<file path="src/bqs_pkg.sv">
// Package for the bounded queue with search: request and response types,
// request kind codes, status codes and default sizing.
// No dependencies.
package bqs_pkg;

	localparam int DEPTH_DEF = 16;
	localparam int WORD_W    = 32;

	localparam logic [2:0] K_APPEND = 3'd0;
	localparam logic [2:0] K_REMOVE = 3'd1;
	localparam logic [2:0] K_FIND   = 3'd2;
	localparam logic [2:0] K_READ   = 3'd3;
	localparam logic [2:0] K_CLEAR  = 3'd4;

	localparam logic [2:0] ST_OK        = 3'd0;
	localparam logic [2:0] ST_FULL      = 3'd1;
	localparam logic [2:0] ST_EMPTY     = 3'd2;
	localparam logic [2:0] ST_NOT_FOUND = 3'd3;
	localparam logic [2:0] ST_RANGE     = 3'd4;

	typedef struct packed {
		logic [2:0]               kind;
		logic signed [WORD_W-1:0] value;
		logic [3:0]               index;
	} req_t;

	typedef struct packed {
		logic [2:0]               status;
		logic [3:0]               position;
		logic signed [WORD_W-1:0] data;
		logic [4:0]               count;
	} rsp_t;

endpackage

</file>
<file path="src/bqs_if.sv">
// Valid/ready channel interfaces for requests and responses.
// Depends on bqs_pkg.
interface bqs_req_if;
	import bqs_pkg::*;
	logic valid;
	logic ready;
	req_t payload;
	modport source(output valid, output payload, input ready);
	modport sink(input valid, input payload, output ready);
endinterface

interface bqs_rsp_if;
	import bqs_pkg::*;
	logic valid;
	logic ready;
	rsp_t payload;
	modport source(output valid, output payload, input ready);
	modport sink(input valid, input payload, output ready);
endinterface

</file>
<file path="src/bounded_queue_with_search_core.sv">
// Append, remove, clear and full/empty/range error results: registered into the output register
// when it is free, else held in a result register until it is; back to back while the output drains.
// Find and in-range read rotate the cell ring once, one cell per cycle; the result is registered
// at the end of the walk, and the next request is taken once the walk is done and the output free.
// One request is in progress at a time; a finished result may wait in the output register.
// Reset clears the count, sequencer state and output valid; stored words are not cleared.
module bounded_queue_with_search_core #(
	parameter int DEPTH = bqs_pkg::DEPTH_DEF
) (
	input  logic          clk,
	input  logic          arst_n,
	bqs_req_if.sink       req,
	bqs_rsp_if.source     rsp
);

	import bqs_pkg::*;

	localparam int IW = (DEPTH > 1) ? $clog2(DEPTH) : 1;
	localparam int CW = $clog2(DEPTH + 1);
	localparam int XW = (IW > 4) ? IW : 4;
	localparam int QW = (CW > 4) ? CW : 4;

	typedef enum logic [2:0] {
		S_IDLE = 3'b001,
		S_WALK = 3'b010,
		S_DONE = 3'b100
	} state_t;

	state_t            state_q;
	logic [CW-1:0]     count_q;
	logic [IW-1:0]     step_q;
	logic [2:0]        kind_q;
	logic [WORD_W-1:0] value_q;
	logic [3:0]        index_q;
	logic              hit_q;
	logic [IW-1:0]     pos_q;
	logic [WORD_W-1:0] rd_q;
	rsp_t              res_q;
	rsp_t              out_q;
	logic              out_valid_q;

	logic [WORD_W-1:0] cell_q [DEPTH];
	logic [DEPTH-1:0]  load_en;
	logic              shift_en;

	logic              accept;
	logic              out_free;
	logic              full;
	logic              empty;
	logic              walk_op;
	logic              app_go;
	logic              rem_go;
	logic [CW-1:0]     count_n;
	rsp_t              imm_res;
	logic              last;
	logic              match;
	logic              hit_n;
	logic [IW-1:0]     pos_n;
	logic              idx_here;
	logic [WORD_W-1:0] rd_n;
	rsp_t              walk_res;
	logic              fin_valid;
	rsp_t              fin_res;
	logic              load_out;

	genvar gi;
	generate
		for (gi = 0; gi < DEPTH; gi++) begin : g_cell
			assign load_en[gi] = app_go && (count_q == CW'(gi));
			bqs_cell #(.W(WORD_W)) u_cell (
				.clk    (clk),
				.load   (load_en[gi]),
				.shift  (shift_en),
				.load_d (req.payload.value),
				.nbr_d  (cell_q[(gi + 1) % DEPTH]),
				.q      (cell_q[gi])
			);
		end
	endgenerate

	assign req.ready = (state_q == S_IDLE);
	assign accept    = req.valid && req.ready;
	assign out_free  = !out_valid_q || rsp.ready;
	assign full      = (count_q == CW'(DEPTH));
	assign empty     = (count_q == '0);
	assign app_go    = accept && (req.payload.kind == K_APPEND) && !full;
	assign rem_go    = accept && (req.payload.kind == K_REMOVE) && !empty;
	assign shift_en  = (state_q == S_WALK) || rem_go;

	always_comb begin
		count_n         = count_q;
		walk_op         = 1'b0;
		imm_res         = '0;
		imm_res.status  = ST_OK;
		unique case (req.payload.kind)
			K_APPEND: begin
				if (full) begin
					imm_res.status = ST_FULL;
				end else begin
					count_n = count_q + CW'(1);
				end
			end
			K_REMOVE: begin
				if (empty) begin
					imm_res.status = ST_EMPTY;
				end else begin
					count_n = count_q - CW'(1);
				end
			end
			K_FIND: begin
				walk_op = 1'b1;
			end
			K_READ: begin
				if (QW'(req.payload.index) < QW'(count_q)) begin
					walk_op = 1'b1;
				end else begin
					imm_res.status = ST_RANGE;
				end
			end
			K_CLEAR: begin
				count_n = '0;
			end
			default: begin
			end
		endcase
		imm_res.count = 5'(count_n);
	end

	assign last     = (step_q == IW'(DEPTH - 1));
	assign match    = (cell_q[0] == value_q) && (CW'(step_q) < count_q);
	assign hit_n    = hit_q || match;
	assign pos_n    = hit_q ? pos_q : step_q;
	assign idx_here = (XW'(step_q) == XW'(index_q));
	assign rd_n     = idx_here ? cell_q[0] : rd_q;

	always_comb begin
		walk_res       = '0;
		walk_res.count = 5'(count_q);
		if (kind_q == K_FIND) begin
			if (hit_n) begin
				walk_res.status   = ST_OK;
				walk_res.position = 4'(pos_n);
			end else begin
				walk_res.status = ST_NOT_FOUND;
			end
		end else begin
			walk_res.status = ST_OK;
			walk_res.data   = rd_n;
		end
	end

	assign fin_valid = (accept && !walk_op) || ((state_q == S_WALK) && last);
	assign fin_res   = (state_q == S_WALK) ? walk_res : imm_res;
	assign load_out  = out_free && (fin_valid || (state_q == S_DONE));

	always_ff @(posedge clk or negedge arst_n) begin
		if (!arst_n) begin
			state_q     <= S_IDLE;
			count_q     <= '0;
			out_valid_q <= 1'b0;
		end else begin
			if (accept) begin
				count_q <= count_n;
			end
			if (load_out) begin
				out_valid_q <= 1'b1;
			end else if (rsp.ready) begin
				out_valid_q <= 1'b0;
			end
			unique case (state_q)
				S_IDLE: begin
					if (accept && walk_op) begin
						state_q <= S_WALK;
					end else if (accept && !out_free) begin
						state_q <= S_DONE;
					end
				end
				S_WALK: begin
					if (last) begin
						state_q <= out_free ? S_IDLE : S_DONE;
					end
				end
				S_DONE: begin
					if (out_free) begin
						state_q <= S_IDLE;
					end
				end
				default: begin
					state_q <= S_IDLE;
				end
			endcase
		end
	end

	always_ff @(posedge clk) begin
		if (accept) begin
			kind_q  <= req.payload.kind;
			value_q <= req.payload.value;
			index_q <= req.payload.index;
			step_q  <= '0;
			hit_q   <= 1'b0;
		end else if (state_q == S_WALK) begin
			step_q <= step_q + IW'(1);
			hit_q  <= hit_n;
			pos_q  <= pos_n;
			rd_q   <= rd_n;
		end
		if (fin_valid && !out_free) begin
			res_q <= fin_res;
		end
		if (load_out) begin
			out_q <= (state_q == S_DONE) ? res_q : fin_res;
		end
	end

	assign rsp.valid   = out_valid_q;
	assign rsp.payload = out_q;

endmodule

</file>
<file path="src/bqs_cell.sv">
// One storage cell of the queue ring: loads a new word or takes its
// neighbor's word. No package dependency.
module bqs_cell #(
	parameter int W = 32
) (
	input  logic         clk,
	input  logic         load,
	input  logic         shift,
	input  logic [W-1:0] load_d,
	input  logic [W-1:0] nbr_d,
	output logic [W-1:0] q
);

	logic [W-1:0] word_q;

	always_ff @(posedge clk) begin
		if (load) begin
			word_q <= load_d;
		end else if (shift) begin
			word_q <= nbr_d;
		end
	end

	assign q = word_q;

endmodule

</file>
<file path="src/flat_wrapper.sv">
// flat-port wrapper written by rule: the top's interface ports become plain ports
module bounded_queue_with_search_core_flat import bqs_pkg::*;
#(
	parameter int DEPTH = bqs_pkg::DEPTH_DEF
)
  (clk, arst_n, req_valid, req_payload, req_ready, rsp_valid, rsp_payload, rsp_ready);
  bqs_req_if req_i ();
  bqs_rsp_if rsp_i ();
  input  logic clk;
  input  logic arst_n;
  input wire logic [$bits(req_i.valid)-1:0] req_valid;
  input wire logic [$bits(req_i.payload)-1:0] req_payload;
  output wire logic [$bits(req_i.ready)-1:0] req_ready;
  output wire logic [$bits(rsp_i.valid)-1:0] rsp_valid;
  output wire logic [$bits(rsp_i.payload)-1:0] rsp_payload;
  input wire logic [$bits(rsp_i.ready)-1:0] rsp_ready;
  assign req_i.valid = req_valid;
  assign req_i.payload = req_payload;
  assign req_ready = req_i.ready;
  assign rsp_valid = rsp_i.valid;
  assign rsp_payload = rsp_i.payload;
  assign rsp_i.ready = rsp_ready;
  bounded_queue_with_search_core #(.DEPTH(DEPTH)) u_core (.clk(clk), .arst_n(arst_n), .req(req_i), .rsp(rsp_i));
endmodule
</file>
<file path="config.mk">
export PLATFORM = sky130hd
export DESIGN_NAME = bounded_queue_with_search_core_flat
export DESIGN_NICKNAME = d
export VERILOG_FILES = /design/src/bqs_pkg.sv /design/src/bqs_if.sv /design/src/bounded_queue_with_search_core.sv /design/src/bqs_cell.sv /design/src/flat_wrapper.sv
export SDC_FILE = /design/constraint.sdc
export NUM_CORES = 1
export LEC_CHECK = 0
export BUFFER_PORTS_ARGS = -buffer_cell sky130_fd_sc_hd__buf_2
export CORE_ASPECT_RATIO = 0.75
export CORE_MARGIN = 1.5
export CORE_UTILIZATION = 35
export DETAILED_ROUTE_END_ITERATION = 7
export PLACE_DENSITY = 0.57
export SLEW_MARGIN = 20
export SYNTH_ARGS = -nofsm -noshare
export SYNTH_HDL_FRONTEND = slang
export SYNTH_SLANG_ARGS = --single-unit
</file>
<file path="constraint.sdc">
create_clock -name clk -period 5.49 [get_ports clk]
set_clock_uncertainty 0.05 [all_clocks]
set_input_delay 1.098 -clock clk [delete_from_list [all_inputs] [get_ports clk]]
set_output_delay 1.098 -clock clk [all_outputs]
set_load 0.01 [all_outputs]
</file>
==> run summary, run 1 <==
Async set-reset flop share out of synthesis: 0.0131
Area of the die: 85400 sq um
Final setup fails: 0
Final Wtd Congestion: 0.788
Most common cell after layout, fill and taps aside: edfxtp_1
CTS Sinks: 689
CP Launch Point: u_core.state_q[0]
Setup ws final: 1.80 ns
Minimum clock period: 3.69 ns
Crit Path Max Fanout: 28
Post-CTS Resized: 0
Routed WL per cell: 22.2 um
Reg2reg path depth: 7
Reg clk slew, reported paths: 0.06 ns
P_sw: 2.92 mW
Crit path required time: 5.71 ns
First-pass iteration count of the detailed router: 5
Worst setup EP type: flop
Number of flops mapped to enable cells by yosys: 675
CTS H-Tree Depth: 3
Synthesized instance count: 1650
Yosys warns: 0
FP Rows: 91
Crit path DAT: 3.91 ns
Routed WL: 64.3 mm
TNS Setup: 0 ns
Power share of the clock group: 0.370
MaxCap Viol Count: 0
Fill count: 7338
Seq/Total Area, Yosys: 0.703
Worst Tran Pin Value: 0.954 ns
CTS buffer count: 67
First-pass GRT wire length: 97.2 mm
Sequential cell area: 20600 sq um
Worst R2R Setup Slack: 1.80 ns
Multi-input logic area: 8240 sq um
Net Sw Frac: 0.238
CTS root buf: clkbuf_16
Initial DRC Count: 978
Netlist cell types: 50
Post-DP HPWL: 42.1 mm
Vias: 14500
Highest clock rate: 271 MHz
Post-cts hold buffer count: 0
Max Slew Vio Count: 0
CP endpoint: u_core.rsp.payload[27]
Vias in the first global route: 15300
Power Dens Cells: 370 nW/um^2
RSZ-0062 raised after global routing: false
Avg Inst Size Synth: 17.7 sq um
Mapped cell area: 29300 sq um
Core Box Area: 82500 sq um
Peak VDD IR: 214 uV
Die H: 253 um
Initial antenna violation count: 1
Comb pwr share: 0.097
Vias per inst: 4.99
Area grow syn2layout: 13.0%
Port bufs: 88
Mapped Nets: 1706
Worst-case clock buffer depth: 3
Most frequent cells in the layout: 675 x edfxtp_1, 408 x mux2_2, 143 x mux2_1
Internal power: 9.33 mW
Reg-to-Reg Start: u_core.state_q[0]
Post-synth top area cell: edfxtp_1
Crit Reg-Reg Endpoint: u_core.rsp.payload[27]
Status: complete, no violations
Gr usage total: 0.153
Post-synth top area share: 0.692
Starting Density: 0.355
Critical Setup Path Class: reg2reg
IO Pins: 89
Final period util: 0.672
Fraction of final layout cells sized beyond drive strength 1: 0.363
ANT nets after route: 0
Layout net count: 1794
Post-CTS setup buffer count: 0
Min-Delay Path Class: in2async
P_leak: 11.4 nW
Drc violations: 0
Worst setup SP type: flop
# diodes: 0
Reg power frac: 0.533
Ranking of synthesized cells by area: edfxtp_1 69%, mux2_2 16%, mux2_1 5.5%
CTS tree: done
Die width: 337 um
Final hold violations: 0
Dpl ws: 1.37 ns
Ys flop type: edfxtp_1
FF+latch count, synth: 689
GRT overflow: 0
Maximum number of pins on one net before global-route repair: 34
Headroom to the max-slew limit: 0.362
Clk_lat worst skew: 0.62 ns
## routing by layer
| layer | part of all wire | up-vias | global-route usage |
|---|---|---|---|
| met5 | 0.00022 | - | 0 |
| met4 | 0.016 | 2 | 0.0333 |
| met3 | 0.062 | 87 | 0.0420 |
| met2 | 0.45 | 364 | 0.232 |
| met1 | 0.47 | 7479 | 0.217 |
| li1 | - | 6553 | - |
## flip-flops by register name, summed over array words and instances (netlist names)
signal	count
u_core.g_cell.u_cell.q	512
u_core.value_q	32
u_core.index_q	4
u_core.kind_q	3
u_core.state_q	3
u_core.hit_q	1
u_core.pos_q	4
u_core.count_q	5
u_core.res_q	44
u_core.rsp.payload	44
u_core.step_q	4
u_core.rd_q	32
u_core.rsp.valid	1
## Yosys cell counts, types with 3 or more instances
master	n
nand4_1	4
nor2b_1	34
and2_1	4
a31oi_1	10
xnor2_1	5
inv_1	11
dfxtp_1	5
mux2_2	408
nand2_1	41
xor2_1	34
a21oi_1	17
nand3_4	3
nor3_1	3
dfrtp_1	8
nand3_1	8
nand2b_1	4
nor2_1	21
nand2_2	9
buf_4	3
buf_2	45
nor4_1	7
mux2i_1	4
and3_1	3
ha_1	13
o21ai_0	10
a21o_1	37
mux2_1	143
edfxtp_1	675
clkbuf_1	56
## power groups by stage
| stage | logic (mW) | registers (mW) | clock network, mW |
|---|---|---|---|
| floorplan | 0.749 | 6.57 | 0 |
| global placement | 1.16 | 6.63 | 0 |
| detailed placement | 1.19 | 6.63 | 0 |
| CTS | 1.20 | 6.53 | 4.63 |
| global route | 1.30 | 6.56 | 4.84 |
| finish | 1.19 | 6.52 | 4.54 |
## cell type report
type / instances / share of cell area
Multi-Input combinational cell: 846 / 0.249
Inverter: 11 / 0.00125
Clock inverter: 27 / 0.00772
Sequential cell: 689 / 0.623
Timing Repair Buffer: 123 / 0.0213
Tap cell: 1116 / 0.0422
Clock buffer: 88 / 0.0556
## through the flow
| step | hold slack, ns | utilization | power (mW) | std cells | instance area (sq um) |
|---|---|---|---|---|---|
| floorplan | 0.445 | - | 7.32 | 1650 | 29300 |
| global placement | 0.458 | 0.375 | 7.79 | 2785 | 31000 |
| detailed placement | 0.453 | 0.375 | 7.83 | 2785 | 31000 |
| CTS | 0.251 | 0.401 | 12.4 | 2900 | 33100 |
| global route | 0.265 | 0.401 | 12.7 | 2900 | 33100 |
| finish | 0.282 | 0.401 | 12.2 | 2900 | 33100 |
## logic make-up after synthesis
family,Yosys count,synth area share
AO/OA/AOI/OAI,88,0.0201
XOR/XNOR,39,0.0117
adder cells (fa/ha/maj),13,0.00555
buffers and inverters,115,0.0170
flip-flops,689,0.703
multiplexers,555,0.213
AND/OR/NAND/NOR,151,0.0290
## how the worst min path moves through the flow
stage | to | depth (start not counted)
floorplan | u_core.rsp.payload[10] | 1
global placement | u_core.rsp.payload[7] | 1
detailed placement | u_core.rsp.payload[11] | 1
CTS | u_core.count_q[4] | 1
global route | u_core.count_q[4] | 1
finish | u_core.count_q[4] | 1
## critical path: stages, from the launching register on
cell and delay, ns:
dfstp_2 0.53, nor3b_2 0.20, nand2_1 0.24, inv_2 0.45, buf_4 0.43, nand2_1 0.27
a31oi_4 0.70, buf_4 0.44
Power figures use the tool's default switching activity.
==> run 2, diff against run 1 <==
--- a/config.mk
+++ b/config.mk
@@ -5,12 +5,13 @@
 export SDC_FILE = /design/constraint.sdc
 export NUM_CORES = 1
 export LEC_CHECK = 0
+export ABC_AREA = 1
 export BUFFER_PORTS_ARGS = -buffer_cell sky130_fd_sc_hd__buf_2
 export CORE_ASPECT_RATIO = 0.75
 export CORE_MARGIN = 1.5
 export CORE_UTILIZATION = 35
 export DETAILED_ROUTE_END_ITERATION = 7
-export PLACE_DENSITY = 0.57
+export PLACE_DENSITY = 0.59
 export SLEW_MARGIN = 20
 export SYNTH_ARGS = -nofsm -noshare
 export SYNTH_HDL_FRONTEND = slang
==> constraint.sdc (replaced) <==
create_clock -name clk -period 3.1 [get_ports clk]
set_clock_uncertainty 0.05 [all_clocks]
set_input_delay 0.62 -clock clk [delete_from_list [all_inputs] [get_ports clk]]
set_output_delay 0.62 -clock clk [all_outputs]
set_load 0.01 [all_outputs]
==> run 2 against run 1 <==
Core utilization fell by 1.1 points; final cell count rose by 29%; synthesized cell count is 53% higher; largest cell class unchanged; critical path depth grew 4; largest power group unchanged.
==> run summary, run 2 <==
Fraction of final layout cells sized beyond drive strength 1: 0.116 (was 0.363)
Maximum number of pins on one net before global-route repair: 65 (was 34)
RSZ-0062 raised after global routing: false (unchanged)
Netlist cell types: 41 (was 50)
GRT overflow: 0 (unchanged)
Die width: 338 um (was 337 um)
Port bufs: 88 (unchanged)
Area of the die: 86100 sq um (was 85400 sq um)
Die H: 255 um (was 253 um)
Top-count cell post-synth: nand2_1 (was edfxtp_1)
Worst-case clock buffer depth: 3 (unchanged)
CTS tree: done (unchanged)
Final setup fails: 0 (unchanged)
Final Wtd Congestion: 0.817 (was 0.788)
Number of flops mapped to enable cells by yosys: 675 (unchanged)
Status: complete, no violations (unchanged)
Crit path required time: 3.38 ns (was 5.71 ns)
Post-CTS setup buffer count: 0 (unchanged)
CP Launch Point: u_core.count_q[1] (was u_core.state_q[0])
Ranking of synthesized cells by area: edfxtp_1 69%, nand2_1 9.2%, o21ai_1 6.4% (was edfxtp_1 69%, mux2_2 16%, mux2_1 5.5%)
CTS buffer count: 60 (was 67)
Minimum clock period: 2.75 ns (was 3.69 ns)
Avg Inst Size Synth: 11.7 sq um (was 17.7 sq um)
Final period util: 0.887 (was 0.672)
Routed WL: 64.9 mm (was 64.3 mm)
Max Slew Vio Count: 0 (unchanged)
Min-Delay Path Class: in2reg (was in2async)
Peak VDD IR: 467 uV (was 214 uV)
Highest clock rate: 363 MHz (was 271 MHz)
Initial DRC Count: 1641 (was 978)
Vias: 18500 (was 14500)
Worst Tran Pin Value: 0.945 ns (was 0.954 ns)
Post-synth top area share: 0.687 (was 0.692)
Gr usage total: 0.151 (was 0.153)
Reg2reg path depth: 11 (was 7)
Area grow syn2layout: 10.7% (was 13.0%)
Worst R2R Setup Slack: 0.35 ns (was 1.80 ns)
Final hold violations: 0 (unchanged)
Worst setup SP type: flop (unchanged)
P_leak: 12.7 nW (was 11.4 nW)
Synth top cells by count: 723 x nand2_1, 675 x edfxtp_1, 379 x o21ai_1, 194 x o21ai_0, 175 x inv_1 (was 675 x edfxtp_1, 408 x mux2_2, 143 x mux2_1, 56 x clkbuf_1, 45 x buf_2)
Hold path depth: 1
Reg-to-Reg Start: u_core.count_q[1] (was u_core.state_q[0])
Most common cell after layout, fill and taps aside: nand2_1 (was edfxtp_1)
Fin util: 0.390 (was 0.401)
Post-DP HPWL: 42.8 mm (was 42.1 mm)
Starting Density: 0.352 (was 0.355)
Hold EP: u_core.index_q[3]
Drc violations: 0 (unchanged)
Max reg flops: 512 (unchanged)
Reg clk slew, reported paths: 0.07 ns (was 0.06 ns)
Critical Setup Path Class: reg2reg (unchanged)
ANT nets after route: 0 (unchanged)
CTS Sinks: 689 (unchanged)
Ys flop type: edfxtp_1 (unchanged)
Power Dens Cells: 682 nW/um^2 (was 370 nW/um^2)
Headroom to the max-slew limit: 0.369 (was 0.362)
Worst setup EP type: flop (unchanged)
Clk_lat worst skew: 0.62 ns (about the same)
Yosys warns: 0 (unchanged)
FP Rows: 92 (was 91)
TNS Setup: 0 ns (unchanged)
Crit Reg-Reg Endpoint: u_core.res_q[11] (was u_core.rsp.payload[27])
Crit Path Max Fanout: 26 (was 28)
Routed WL per cell: 17.3 um (was 22.2 um)
Layout net count: 2632 (was 1794)
First-pass GRT wire length: 105 mm (was 97.2 mm)
MaxCap Viol Count: 0 (unchanged)
Core Box Area: 83800 sq um (was 82500 sq um)
Most frequent cells in the layout: 716 x nand2_1, 675 x edfxtp_1, 379 x o21ai_1 (was 675 x edfxtp_1, 408 x mux2_2, 143 x mux2_1)
Crit path DAT: 3.03 ns (was 3.91 ns)
CTS H-Tree Depth: 2 (was 3)
First-pass iteration count of the detailed router: 7 (was 5)
Min-Delay Startpoint: req_payload[3]
FF+latch count, synth: 689 (unchanged)
Vias per inst: 4.92 (was 4.99)
CTS root buf: clkbuf_16 (unchanged)
Async set-reset flop share out of synthesis: 0.0131 (unchanged)
Initial antenna violation count: 0 (was 1)
Vias in the first global route: 18900 (was 15300)
# diodes: 0 (unchanged)
Mapped cell area: 29500 sq um (was 29300 sq um)
Post-synth top area cell: edfxtp_1 (unchanged)
Mapped Nets: 2588 (was 1706)
Seq/Total Area, Yosys: 0.698 (was 0.703)
IO Pins: 89 (unchanged)
Synthesized instance count: 2532 (was 1650)
[run 2: cell count changes after synthesis, sizes merged, moves of 12 or more]
cell and delta:
buf +53, xor2 -26, inv +165, nand2 +677
nor2b -34, o21ai +598, a21o -37, mux2 -551
nor2 +47, clkbuf +12
[run 2: report_power, final]
part	internal (mW)	switching [mW]	leakage, nW
Combinational	0.941	2.18	5.47
Sequential	11.6	0.372	6.32
Clock	3.86	3.35	0.890
[run 2: per-stage QoR]
stage / setup WS [ns] / hold slack (ns) / instances / total power [mW] / cell area, sq um
after floorplan: 0.0996 / 0.274 / 2532 / 14.0 / 29500
after global placement: 0.139 / 0.437 / 3641 / 15.2 / 30900
after detailed placement: 0.150 / 0.438 / 3641 / 15.3 / 30900
after CTS: 0.339 / 0.106 / 3753 / 22.5 / 32700
after global routing: 0.0945 / 0.120 / 3753 / 23.3 / 32700
final: 0.349 / 0.143 / 3753 / 22.3 / 32700
[run 2: routing by layer]
| metal | wire (um) | track usage | up-vias |
|---|---|---|---|
| met5 | 0 | 0 | - |
| met4 | 774 | 0.0306 | 0 |
| met3 | 3610 | 0.0303 | 64 |
| met2 | 29400 | 0.240 | 390 |
| met1 | 31100 | 0.217 | 9165 |
| li1 | - | - | 8839 |
[run 2: cells by family (layout without fill, tap and decap cells)]
| group | after synthesis | in the layout | share of synthesized area |
|---|---|---|---|
| adder cells (fa/ha/maj) | 13 | 13 | 0.00551 |
| buffers and inverters | 347 | 440 | 0.0663 |
| AND/OR/NAND/NOR | 838 | 838 | 0.114 |
| AO/OA/AOI/OAI | 626 | 626 | 0.111 |
| flip-flops | 689 | 689 | 0.698 |
| XOR/XNOR | 19 | 19 | 0.00564 |
[run 2: worst max-delay path, cell delays in order, from the launching register on]
cell and delay [ns]:
dfrtp_1 0.43, inv_1 0.19, ha_1 0.32, nand3_1 0.07
a21oi_1 0.14, o21ai_1 0.09, nand2_1 0.11, nand2_1 0.07
nand2_1 0.09, inv_1 0.08, nor2_4 0.51, buf_12 0.27
[run 2: worst max path at each step]
stage,to,slack (ns),cells after the start
after floorplan,u_core.res_q[0],0.1,10
after global placement,u_core.res_q[13],0.14,13
after detailed placement,u_core.res_q[10],0.15,13
after CTS,u_core.res_q[11],0.34,11
after global routing,u_core.g_cell[6].u_cell.q[24],0.09,9
final,u_core.res_q[11],0.35,11
[run 2: area by class of cell]
class                           count  area [sq um]
Inverter                          178           673
Tap cell                         1128          1410
Sequential cell                   689         20600
Fill cell                        8071         51100
Timing Repair Buffer              151          1180
Clock inverter                     31           221
Multi-Input combinational cell   1496          7020
Clock buffer                       80          1600
[run 2: repair_timing]
item                      in CTS  in global routing
resized for setup              0                  0
hold endpoints to repair       8                  0
hold buffers                   1                  0
==> run 3, diff against run 2 <==
--- a/config.mk
+++ b/config.mk
@@ -9,9 +9,9 @@
 export BUFFER_PORTS_ARGS = -buffer_cell sky130_fd_sc_hd__buf_2
 export CORE_ASPECT_RATIO = 0.75
 export CORE_MARGIN = 1.5
-export CORE_UTILIZATION = 35
+export CORE_UTILIZATION = 56
 export DETAILED_ROUTE_END_ITERATION = 7
-export PLACE_DENSITY = 0.59
+export PLACE_DENSITY = 0.83
 export SLEW_MARGIN = 20
 export SYNTH_ARGS = -nofsm -noshare
 export SYNTH_HDL_FRONTEND = slang
==> run 3 against run 2 <==
Sequential power about the same; worst hold slack better by 0.020 ns; setup slack worse by 0.068 ns; critical path depth grew 2; core utilization up 23 points; wire length fell by 0.61%; final cell count shrank 11%; design area fell by 1.5%; sequential share of layout area grew 0.93 points; total power increased by 1.1%; critical endpoint is now u_core.rsp.payload[13]; largest cell class unchanged; largest power group unchanged.
==> run summary, run 3 (same netlist as run 2, synthesis figures left out) <==
Status: complete, no violations (unchanged)
CP Depth: 13 (was 11)
Worst path top cell family by delay: buffers and inverters (was simple AND/OR/NAND/NOR gates)
Die H: 202 um (was 255 um)
FP Rows: 72 (was 92)
RSZ-0062 raised after global routing: false (unchanged)
Headroom to the max-slew limit: 0.424 (was 0.369)
Final setup fails: 0 (unchanged)
Routed WL per cell: 19.4 um (was 17.3 um)
Final period util: 0.909 (was 0.887)
First-pass GRT wire length: 102 mm (was 105 mm)
CP endpoint: u_core.rsp.payload[13] (was u_core.res_q[11])
Area grow syn2layout: 9.13% (was 10.7%)
Post-DP HPWL: 41.8 mm (was 42.8 mm)
Min-Delay Path Class: in2reg (unchanged)
# diodes: 0 (unchanged)
Final Wtd Congestion: 0.884 (was 0.817)
P_leak: 12.7 nW (about the same)
Layout net count: 2629 (was 2632)
Crit-path cells: inv_1 -> ha_1 -> inv_1 -> nor2_1 -> o21ai_0 -> nand2_1 -> o21ai_1 -> nand2_1 -> nand2_1 -> nand2_1 -> o21ai_1 -> clkinvlp_4 -> buf_12 (was inv_1 -> ha_1 -> nand3_1 -> a21oi_1 -> o21ai_1 -> nand2_1 -> nand2_1 -> nand2_1 -> inv_1 -> nor2_4 -> buf_12)
Clk_lat worst skew: 0.61 ns (was 0.62 ns)
Port bufs: 88 (unchanged)
CTS tree: done (unchanged)
ANT nets after route: 0 (unchanged)
Vias: 19300 (was 18500)
Max reg flops: 512 (unchanged)
Worst-case clock buffer depth: 3 (unchanged)
Critical Setup Path Class: reg2reg (unchanged)
Maximum number of pins on one net before global-route repair: 65 (unchanged)
Vias in the first global route: 19000 (was 18900)
Worst setup EP type: flop (unchanged)
Initial DRC Count: 2635 (was 1641)
Peak VDD IR: 639 uV (was 467 uV)
Crit Reg-Reg Endpoint: u_core.rsp.payload[13] (was u_core.res_q[11])
CTS H-Tree Depth: 2 (unchanged)
Die width: 268 um (was 338 um)
Crit path DAT: 3.10 ns (was 3.03 ns)
Fin util: 0.622 (was 0.390)
Worst setup SP type: flop (unchanged)
Crit Path Max Fanout: 44 (was 26)
Crit path required time: 3.39 ns (was 3.38 ns)
Gr usage total: 0.241 (was 0.151)
Routed WL: 64.5 mm (was 64.9 mm)
Fraction of final layout cells sized beyond drive strength 1: 0.116 (about the same)
IO Pins: 89 (unchanged)
Vias per inst: 5.81 (was 4.92)
Highest clock rate: 355 MHz (was 363 MHz)
MaxCap Viol Count: 0 (unchanged)
Most common cell after layout, fill and taps aside: nand2_1 (unchanged)
Buf/Inv on CP: 4 (was 3)
Starting Density: 0.570 (was 0.352)
Crit path top cell by count: nand2_1 (unchanged)
Fill count: 3658 (was 8071)
CTS Sinks: 689 (unchanged)
Worst R2R Setup Slack: 0.28 ns (was 0.35 ns)
Reg clk slew, reported paths: 0.07 ns (about the same)
Drc violations: 0 (unchanged)
CTS buffer count: 59 (was 60)
CTS root buf: clkbuf_16 (unchanged)
CP Launch Point: u_core.count_q[3] (was u_core.count_q[1])
Area of the die: 54100 sq um (was 86100 sq um)
Initial antenna violation count: 1 (was 0)
Slowest-stage cell, CP: dfrtp_1 (was nor2_4)
GRT overflow: 0 (unchanged)
Max Slew Vio Count: 0 (unchanged)
Minimum clock period: 2.82 ns (was 2.75 ns)
Power Dens Cells: 699 nW/um^2 (was 682 nW/um^2)
TNS Setup: 0 ns (unchanged)
Crit path largest cell delay: 0.49 ns (was 0.51 ns)
Reg-to-Reg Start: u_core.count_q[3] (was u_core.count_q[1])
Reg2reg path depth: 13 (was 11)
Most frequent cells in the layout: 716 x nand2_1, 675 x edfxtp_1, 379 x o21ai_1 (unchanged)
First-pass iteration count of the detailed router: 6 (was 7)
Final hold violations: 0 (unchanged)
Core Box Area: 51800 sq um (was 83800 sq um)
Worst Tran Pin Value: 0.863 ns (was 0.945 ns)
## run 3: final cells by class
cell class,instances,area (sq um),share of cell area
flip-flops and latches,689,20600,0.639
clock inverters,40,358,0.0111
multi-input cells,1496,7000,0.217
clock buffers,70,1560,0.0484
repair buffers,149,1150,0.0357
inverters,178,673,0.0209
well taps,703,880,0.0273
## run 3: worst min path at each step
stage	to	cells after the start	start
6_report	u_core.index_q[1]	1	req_payload[1]
5_1_grt	u_core.value_q[11]	1	req_payload[15]
4_1_cts	u_core.index_q[1]	1	req_payload[1]
3_5_place_dp	u_core.count_q[0]	1	arst_n
3_3_place_gp	u_core.count_q[1]	1	arst_n
2_1_floorplan	u_core.count_q[0]	0	arst_n
## run 3: power breakdown
part | switching [mW] | internal [mW] | total, mW
logic | 2.20 | 0.917 | 3.12
clock network | 3.28 | 4.15 | 7.44
registers | 0.394 | 11.6 | 12.0
total | 5.88 | 16.7 | 22.5
## run 3: repair_timing
| action | 4_1_cts | 5_1_grt |
|---|---|---|
| hold buffers | 1 | 0 |
| gates resized for setup | 0 | 0 |
| endpoints found under the hold margin | 8 | 0 |
| setup buffers | 0 | 0 |
## run 3: stage by stage
| stage | hold slack [ns] | cells | cell area [sq um] | worst slack [ns] | power [mW] |
|---|---|---|---|---|---|
| after floorplan | 0.274 | 2532 | 29500 | 0.0996 | 14.0 |
| after global placement | 0.429 | 3214 | 30300 | 0.298 | 15.0 |
| after detailed placement | 0.429 | 3214 | 30300 | 0.238 | 15.2 |
| after CTS | 0.149 | 3325 | 32200 | 0.350 | 22.5 |
| after global routing | 0.147 | 3325 | 32200 | 0.128 | 23.4 |
| final | 0.163 | 3325 | 32200 | 0.281 | 22.5 |
## run 3: layer usage
metal,routed length (um),global-route usage,part of all wire,up-vias
met2,31200,0.385,0.48,919
met5,9,0,0.00014,-
met3,5900,0.0514,0.091,134
met4,1310,0.0605,0.020,2
met1,26000,0.339,0.40,9415
li1,-,-,-,8849
